`config.mk`:
```
export PLATFORM = sky130hd
export DESIGN_NAME = i2c_register_read_master_top
export DESIGN_NICKNAME = d
export VERILOG_FILES = /design/src/hw/rtl/i2crrm_pkg.sv /design/src/hw/rtl/i2c_register_read_master_top.sv
export SDC_FILE = /design/constraint.sdc
export NUM_CORES = 1
export LEC_CHECK = 0
export ABC_AREA = 1
export BUFFER_PORTS_ARGS = -buffer_cell sky130_fd_sc_hd__buf_2
export CAP_MARGIN = 20
export CORE_MARGIN = 2
export CORE_UTILIZATION = 66
export CTS_CLUSTER_DIAMETER = 100
export DETAILED_ROUTE_END_ITERATION = 7
export MAX_ROUTING_LAYER = met4
export PLACE_DENSITY = 0.91
export SETUP_SLACK_MARGIN = 0.05
export SKIP_LAST_GASP = 1
export SLEW_MARGIN = 20
export SYNTH_ARGS = -nofsm -noshare
export SYNTH_HDL_FRONTEND = slang
export SYNTH_SLANG_ARGS = --single-unit
```
`constraint.sdc`:
```
create_clock -name clk -period 6.18 [get_ports clk]
set_input_delay 0.309 -clock clk [delete_from_list [all_inputs] [get_ports clk]]
set_output_delay 0.309 -clock clk [all_outputs]
set_load 0.02 [all_outputs]
```
`src/hw/rtl/i2crrm_pkg.sv`:
```
// i2crrm_pkg: types, phase map constants and phase decode functions for the
// i2c register read master. No dependencies.

package i2crrm_pkg;

    localparam logic [6:0] ADDR_RESET = 7'd72;
    localparam logic [7:0] BIT_MSB    = 8'h80;

    // phase map of one transaction
    localparam logic [7:0] PH_START_SCL = 8'd1;
    localparam logic [7:0] PH_ADDR_W    = 8'd2;
    localparam logic [7:0] PH_PTR       = 8'd29;
    localparam logic [7:0] PH_STOP_SCL  = 8'd56;
    localparam logic [7:0] PH_STOP_SDA  = 8'd57;
    localparam logic [7:0] PH_RSTART    = 8'd58;
    localparam logic [7:0] PH_RSTART_SCL = 8'd59;
    localparam logic [7:0] PH_ADDR_R    = 8'd60;
    localparam logic [7:0] PH_RD_HI     = 8'd87;
    localparam logic [7:0] PH_RD_LO     = 8'd107;
    localparam logic [7:0] PH_END_SCL   = 8'd127;
    localparam logic [7:0] PH_LAST      = 8'd128;

    localparam int unsigned WR_BITS = 8;

    typedef struct packed {
        logic sda_en;
        logic sda_val;
        logic scl_en;
        logic scl_val;
        logic shift;
    } pin_act_t;

    // one phase of a written byte: 8 x (sda, scl up, scl down), then ack slot
    function automatic pin_act_t wr_step(input logic [4:0] q, input logic [7:0] data);
        pin_act_t    act;
        logic [2:0]  bit_idx;
        logic [4:0]  base;
        logic [4:0]  sub;
        act     = '0;
        bit_idx = '0;
        for (int i = 1; i < WR_BITS; i++)
        begin
            if (q >= 5'(3 * i))
                bit_idx = 3'(i);
        end
        base = 5'(3 * bit_idx);
        sub  = q - base;
        if (q < 5'(3 * WR_BITS))
        begin
            if (sub == 5'd0)
            begin
                act.sda_en  = 1'b1;
                act.sda_val = |((data << bit_idx) & BIT_MSB);
            end
            else
            begin
                act.scl_en  = 1'b1;
                act.scl_val = (sub == 5'd1);
            end
        end
        else if (q == 5'(3 * WR_BITS))
        begin
            act.sda_en  = 1'b1;
            act.sda_val = 1'b1;
        end
        else
        begin
            act.scl_en  = 1'b1;
            act.scl_val = (q == 5'(3 * WR_BITS + 1));
        end
        return act;
    endfunction

    // one phase of a read byte: release, 8 x (scl up + sample, scl down), master ack
    function automatic pin_act_t rd_step(input logic [4:0] r);
        pin_act_t act;
        act = '0;
        if (r == 5'd0)
        begin
            act.sda_en  = 1'b1;
            act.sda_val = 1'b1;
        end
        else if (r <= 5'd16)
        begin
            act.scl_en  = 1'b1;
            act.scl_val = r[0];
            act.shift   = r[0];
        end
        else if (r == 5'd17)
        begin
            act.sda_en  = 1'b1;
            act.sda_val = 1'b0;
        end
        else
        begin
            act.scl_en  = 1'b1;
            act.scl_val = (r == 5'd18);
        end
        return act;
    endfunction

endpackage

```
`src/hw/rtl/i2c_register_read_master_top.sv`:
```
// i2c_register_read_master_top: bit-level i2c master reading a 16-bit register.
// Depends on i2crrm_pkg for the phase map and phase decode functions.
//
// Usage: the input channel (in_valid/in_stall) carries cmd, register_pointer
// and sda_in. A beat with cmd 1 arms a transaction and latches the pointer
// (ignored while busy); each later beat with cmd 0 drives one pin phase, 129
// phases in all: start, write address+W, write pointer, stop, start, address+R,
// read two bytes with master ack, stop. sda_in is sampled on read phases only.
// Every accepted beat yields exactly one result beat on the output channel
// (out_valid/out_stall) with the pin levels, busy_res, and done_res which
// pulses with read_data on the final stop beat (read_data is 0 otherwise).
// The result beat is registered in the single next-state/result stage; one
// beat per cycle is sustained while the receiver does not stall.
// When the receiver stalls, the result register holds and in_stall rises so
// no further beat is taken until the result is delivered.
// cfg_we/cfg_wdata write the 7-bit device address; write only while idle.
// Reset puts the bus lines released, the master idle, address 72, and empties
// the result register.

module i2c_register_read_master_top
    import i2crrm_pkg::*;
(
    input  logic        clk,
    input  logic        rst_n,
    input  logic        cfg_we,
    input  logic [6:0]  cfg_wdata,
    input  logic        in_valid,
    output logic        in_stall,
    input  logic        cmd,
    input  logic [7:0]  register_pointer,
    input  logic        sda_in,
    output logic        out_valid,
    input  logic        out_stall,
    output logic        scl_out,
    output logic        sda_out,
    output logic        busy_res,
    output logic        done_res,
    output logic [15:0] read_data
);

    logic [6:0]  addr_reg;
    logic [7:0]  phase_reg, phase_next;
    logic [15:0] shift_reg, shift_next;
    logic [7:0]  ptr_reg, ptr_next;
    logic        scl_reg, scl_next;
    logic        sda_reg, sda_next;
    logic        active_reg, active_next;
    logic        done_next;

    logic        out_valid_reg;
    logic        scl_out_reg, sda_out_reg, busy_reg, done_reg;
    logic [15:0] data_reg;

    logic        accept;
    logic [7:0]  addr_w, addr_r;
    logic [7:0]  off_w1, off_w2, off_w3, off_r1, off_r2;
    pin_act_t    act;

    assign in_stall = out_valid_reg & out_stall;
    assign accept   = in_valid & ~in_stall;

    assign addr_w = {addr_reg, 1'b0};
    assign addr_r = {addr_reg, 1'b1};
    assign off_w1 = phase_reg - PH_ADDR_W;
    assign off_w2 = phase_reg - PH_PTR;
    assign off_w3 = phase_reg - PH_ADDR_R;
    assign off_r1 = phase_reg - PH_RD_HI;
    assign off_r2 = phase_reg - PH_RD_LO;

    // pin action of the current phase
    always_comb
    begin
        act = '0;
        if (phase_reg == 8'd0)
        begin
            act.sda_en = 1'b1;
        end
        else if (phase_reg == PH_START_SCL)
        begin
            act.scl_en = 1'b1;
        end
        else if (phase_reg < PH_PTR)
        begin
            act = wr_step(off_w1[4:0], addr_w);
        end
        else if (phase_reg < PH_STOP_SCL)
        begin
            act = wr_step(off_w2[4:0], ptr_reg);
        end
        else if (phase_reg == PH_STOP_SCL)
        begin
            act.scl_en  = 1'b1;
            act.scl_val = 1'b1;
        end
        else if (phase_reg == PH_STOP_SDA)
        begin
            act.sda_en  = 1'b1;
            act.sda_val = 1'b1;
        end
        else if (phase_reg == PH_RSTART)
        begin
            act.sda_en = 1'b1;
        end
        else if (phase_reg == PH_RSTART_SCL)
        begin
            act.scl_en = 1'b1;
        end
        else if (phase_reg < PH_RD_HI)
        begin
            act = wr_step(off_w3[4:0], addr_r);
        end
        else if (phase_reg < PH_RD_LO)
        begin
            act = rd_step(off_r1[4:0]);
        end
        else if (phase_reg < PH_END_SCL)
        begin
            act = rd_step(off_r2[4:0]);
        end
        else if (phase_reg == PH_END_SCL)
        begin
            act.scl_en  = 1'b1;
            act.scl_val = 1'b1;
        end
        else
        begin
            act.sda_en  = 1'b1;
            act.sda_val = 1'b1;
        end
    end

    always_comb
    begin
        phase_next  = phase_reg;
        shift_next  = shift_reg;
        ptr_next    = ptr_reg;
        scl_next    = scl_reg;
        sda_next    = sda_reg;
        active_next = active_reg;
        done_next   = 1'b0;
        if (cmd)
        begin
            if (!active_reg)
            begin
                active_next = 1'b1;
                ptr_next    = register_pointer;
                phase_next  = '0;
                shift_next  = '0;
            end
        end
        else if (active_reg)
        begin
            if (act.sda_en)
                sda_next = act.sda_val;
            if (act.scl_en)
                scl_next = act.scl_val;
            if (act.shift)
                shift_next = {shift_reg[14:0], sda_in};
            if (phase_reg >= PH_LAST)
            begin
                done_next   = 1'b1;
                active_next = 1'b0;
                phase_next  = '0;
            end
            else
            begin
                phase_next = phase_reg + 8'd1;
            end
        end
    end

    always_ff @(posedge clk or negedge rst_n)
    begin
        if (!rst_n)
        begin
            addr_reg      <= ADDR_RESET;
            phase_reg     <= '0;
            shift_reg     <= '0;
            ptr_reg       <= '0;
            scl_reg       <= 1'b1;
            sda_reg       <= 1'b1;
            active_reg    <= 1'b0;
            out_valid_reg <= 1'b0;
        end
        else
        begin
            if (cfg_we)
                addr_reg <= cfg_wdata;
            if (accept)
            begin
                phase_reg     <= phase_next;
                shift_reg     <= shift_next;
                ptr_reg       <= ptr_next;
                scl_reg       <= scl_next;
                sda_reg       <= sda_next;
                active_reg    <= active_next;
                out_valid_reg <= 1'b1;
            end
            else if (!out_stall)
            begin
                out_valid_reg <= 1'b0;
            end
        end
    end

    // result payload, loaded with each accepted beat
    always_ff @(posedge clk)
    begin
        if (accept)
        begin
            scl_out_reg <= scl_next;
            sda_out_reg <= sda_next;
            busy_reg    <= active_next;
            done_reg    <= done_next;
            data_reg    <= done_next ? shift_next : 16'd0;
        end
    end

    assign out_valid = out_valid_reg;
    assign scl_out   = scl_out_reg;
    assign sda_out   = sda_out_reg;
    assign busy_res  = busy_reg;
    assign done_res  = done_reg;
    assign read_data = data_reg;

    a_done_not_busy: assert property (@(posedge clk) disable iff (!rst_n)
        out_valid_reg && done_reg |-> !busy_reg)
        else $error("done beat reports busy");

    a_data_only_on_done: assert property (@(posedge clk) disable iff (!rst_n)
        out_valid_reg && !done_reg |-> data_reg == 16'd0)
        else $error("read data without done");

    a_phase_range: assert property (@(posedge clk) disable iff (!rst_n)
        phase_reg <= PH_LAST)
        else $error("phase counter out of range");

    a_idle_phase_zero: assert property (@(posedge clk) disable iff (!rst_n)
        !active_reg |-> phase_reg == 8'd0)
        else $error("phase counter nonzero while idle");

endmodule

```
==> reports/results.ini <==
[floorplan]
coreArea_sq_mm = 0.007727
ios = 44
start_util = 0.6839
rows = 32
die-area_sq_mm = 0.008739
die_w_microns = 93.49
die_y_microns = 93.49

[placement]
port_buffers = 43
globalplace.congestion = 0.9719
dp_hpwl_microns = 9415

[yosys]
synth_fp_nets = 800
synth_ff_type = dfrtp_1
syn-cell-area_sq_mm = 0.005285
synth_cells = 730
yosys_warnings = 0
synth_area_leaders = dfrtp_1 18%, nand2_1 12%, edfxtp_1 11%
async_flop_share = 0.6825
yosys.area.top_type_share = 0.1847
synth_common_cells = 170 x nand2_1, 88 x inv_1, 67 x nor2_1, 62 x nand3_1, 58 x o21ai_0
synth_top_area_cell = dfrtp_1
synth_edf_count = 20
ys_types = 45
ys_seq_elements = 63
ys_seq_area_frac = 0.3182
yosysMostFrequentCell = nand2_1
synth.avg_cell_area_sq_um = 7.240

[sta]
fin_crit_ns = 5.150
fin_skew_ns = 0.01365
timing.fmax_mhz = 194.2
drv_slew = 0
relSlewSlack = 0.3944
hold_viol = 0
rsz0062_at_grt = false
setup_violations = 0
min_period_over_period = 0.8334
setup_tns_ns = 0
worstMarginPinSlew_ns = 0.9074

[cts]
cts_resized = 0
clk_path_buf_depth = 2
cts.sinks = 63
clkTransAtPathRegs_ns = 0.08
postCtsSetupBuffers = 0
clk_latency_ns = 0.36
clock-root-buffer = clkbuf_8
postCtsHoldBufs = 0
h-tree-depth = 3
cts_tree = yes
cts_buffers = 9

[routing]
num_vias = 5110
routedWlPerCell_microns = 14.91
firstDrtPassIters = 5
ant_nets = 0
wl_microns = 13040
viasPerCell = 5.840
drtIter0Drc = 429
drcViolationCount = 0

[run_status]
outcome = finished clean

[layout]
layout.nets = 838
diodes = 0
synthToLayoutAreaGrowth_pct = 9.493
drive_gt1_frac = 0.1539

[power]
ir_drop_mv = 0.7607
p_leak_nw = 2.833
finalPower_mw = 3.736
power_density_mw_per_mm2 = 645.6

[setup_path]
max_stage_delay_ns = 0.77
cp_top_family = simple AND/OR/NAND/NOR gates
cpMostUsedCell = nand2_1
cp_slowest_cell = dfrtp_1
crit_buf_inv = 5
cp-end-kind = flip-flop
crit_arrival_ns = 5.26
crit_path_start_kind = flip-flop
cp_data_required_time_ns = 6.29
worstPathMaxFanout = 16
crit_type = reg -> reg

[global_routing]
grt_overflow = 0
antenna_found_initial = 0
grt_max_degree = 44
grt_pass1_vias = 4992
grt_pass1_wl_microns = 22510
grt_use_total = 0.3302

[worst_hold_path]
hold_class = in -> reg

[job]
cap_violations = 0

-- area by class of cell --
class                   instances  area [sq um]
inverters                     100         375.4
clock buffers                   9         123.9
clock inverters                 7         105.1
well taps                     102         127.6
flip-flops and latches         63          1682
repair buffers                 45         235.2
fillers                       612          1941
multi-input cells             549          3138
-- kinds of logic after synthesis --
group / share of synthesized area
simple gates: 0.3087
compound gates: 0.1286
buf+inv: 0.08807
flops: 0.3182
fa+ha+maj: 0.1222
xor+xnor: 0.03220
mux: 0.002131
-- final timing paths --
check | startpoint | to | slack (ns) | depth (start not counted)
min in group asynchronous | rst_n | phase_reg[1] | 0.49 | 2
hold reg to reg | sda_reg | sda_reg | 0.49 | 2
setup reg to reg | phase_reg[0] | sda_out | 1.03 | 26
max in group asynchronous | rst_n | phase_reg[4] | 5.27 | 2
setup / recovery | phase_reg[0] | sda_out | 1.03 | 26
hold / removal | cfg_wdata[2] | addr_reg[2] | 0.16 | 3
-- stage by stage --
stage	area, sq um	hold slack, ns	setup slack (ns)	utilization	std cells
6_report	5787	0.1582	1.030	0.7489	875
5_1_grt	5787	0.1711	0.4615	0.7489	875
4_1_cts	5774	0.1557	1.101	0.7472	874
3_5_place_dp	5545	0.4615	1.126	0.7176	858
3_3_place_gp	5545	0.4606	1.280	0.7176	858
2_1_floorplan	5285	0.01341	1.932	-	730
-- placed cells by master (no fill, tap or decap), types with 3 or more instances in the layout --
cell type / count
a21oi_1: 26
a21oi_2: 3
a31oi_1: 5
buf_2: 42
clkbuf_8: 9
dfrtp_1: 39
dfstp_2: 4
edfxtp_1: 20
fa_1: 6
ha_1: 42
inv_1: 88
inv_2: 12
nand2_1: 170
nand2_2: 14
nand2_4: 4
nand3_1: 62
nand3_2: 3
nand4_1: 11
nor2_1: 67
nor2_2: 7
nor3_1: 13
o21ai_0: 58
o21ai_1: 17
o22ai_1: 3
o31ai_1: 3
xnor2_1: 6
xor2_1: 6
xor2_2: 4
-- tightest hold or removal path, cell delays in order --
cell and delay (ns):
buf_2 0.08, nand2_1 0.04, o21ai_0 0.05
-- report_power, final --
group	switching, mW	leakage [nW]	total (mW)	internal, mW
Sequential	0.0667	0.739	0.549	0.482
Clock	0.190	0.112	0.423	0.233
Combinational	1.71	1.98	2.76	1.05
Total	1.97	2.83	3.74	1.77
-- layer usage --
| metal | track usage | up-vias | wire length, microns |
|---|---|---|---|
| met3 | 0.06205 | 31 | 992 |
| met2 | 0.5600 | 238 | 6454 |
| met5 | - | - | 0 |
| met1 | 0.3914 | 2373 | 5308 |
| met4 | 0.1250 | 0 | 289 |
| li1 | - | 2468 | - |
No activity file was read; power rests on OpenSTA's default activity.
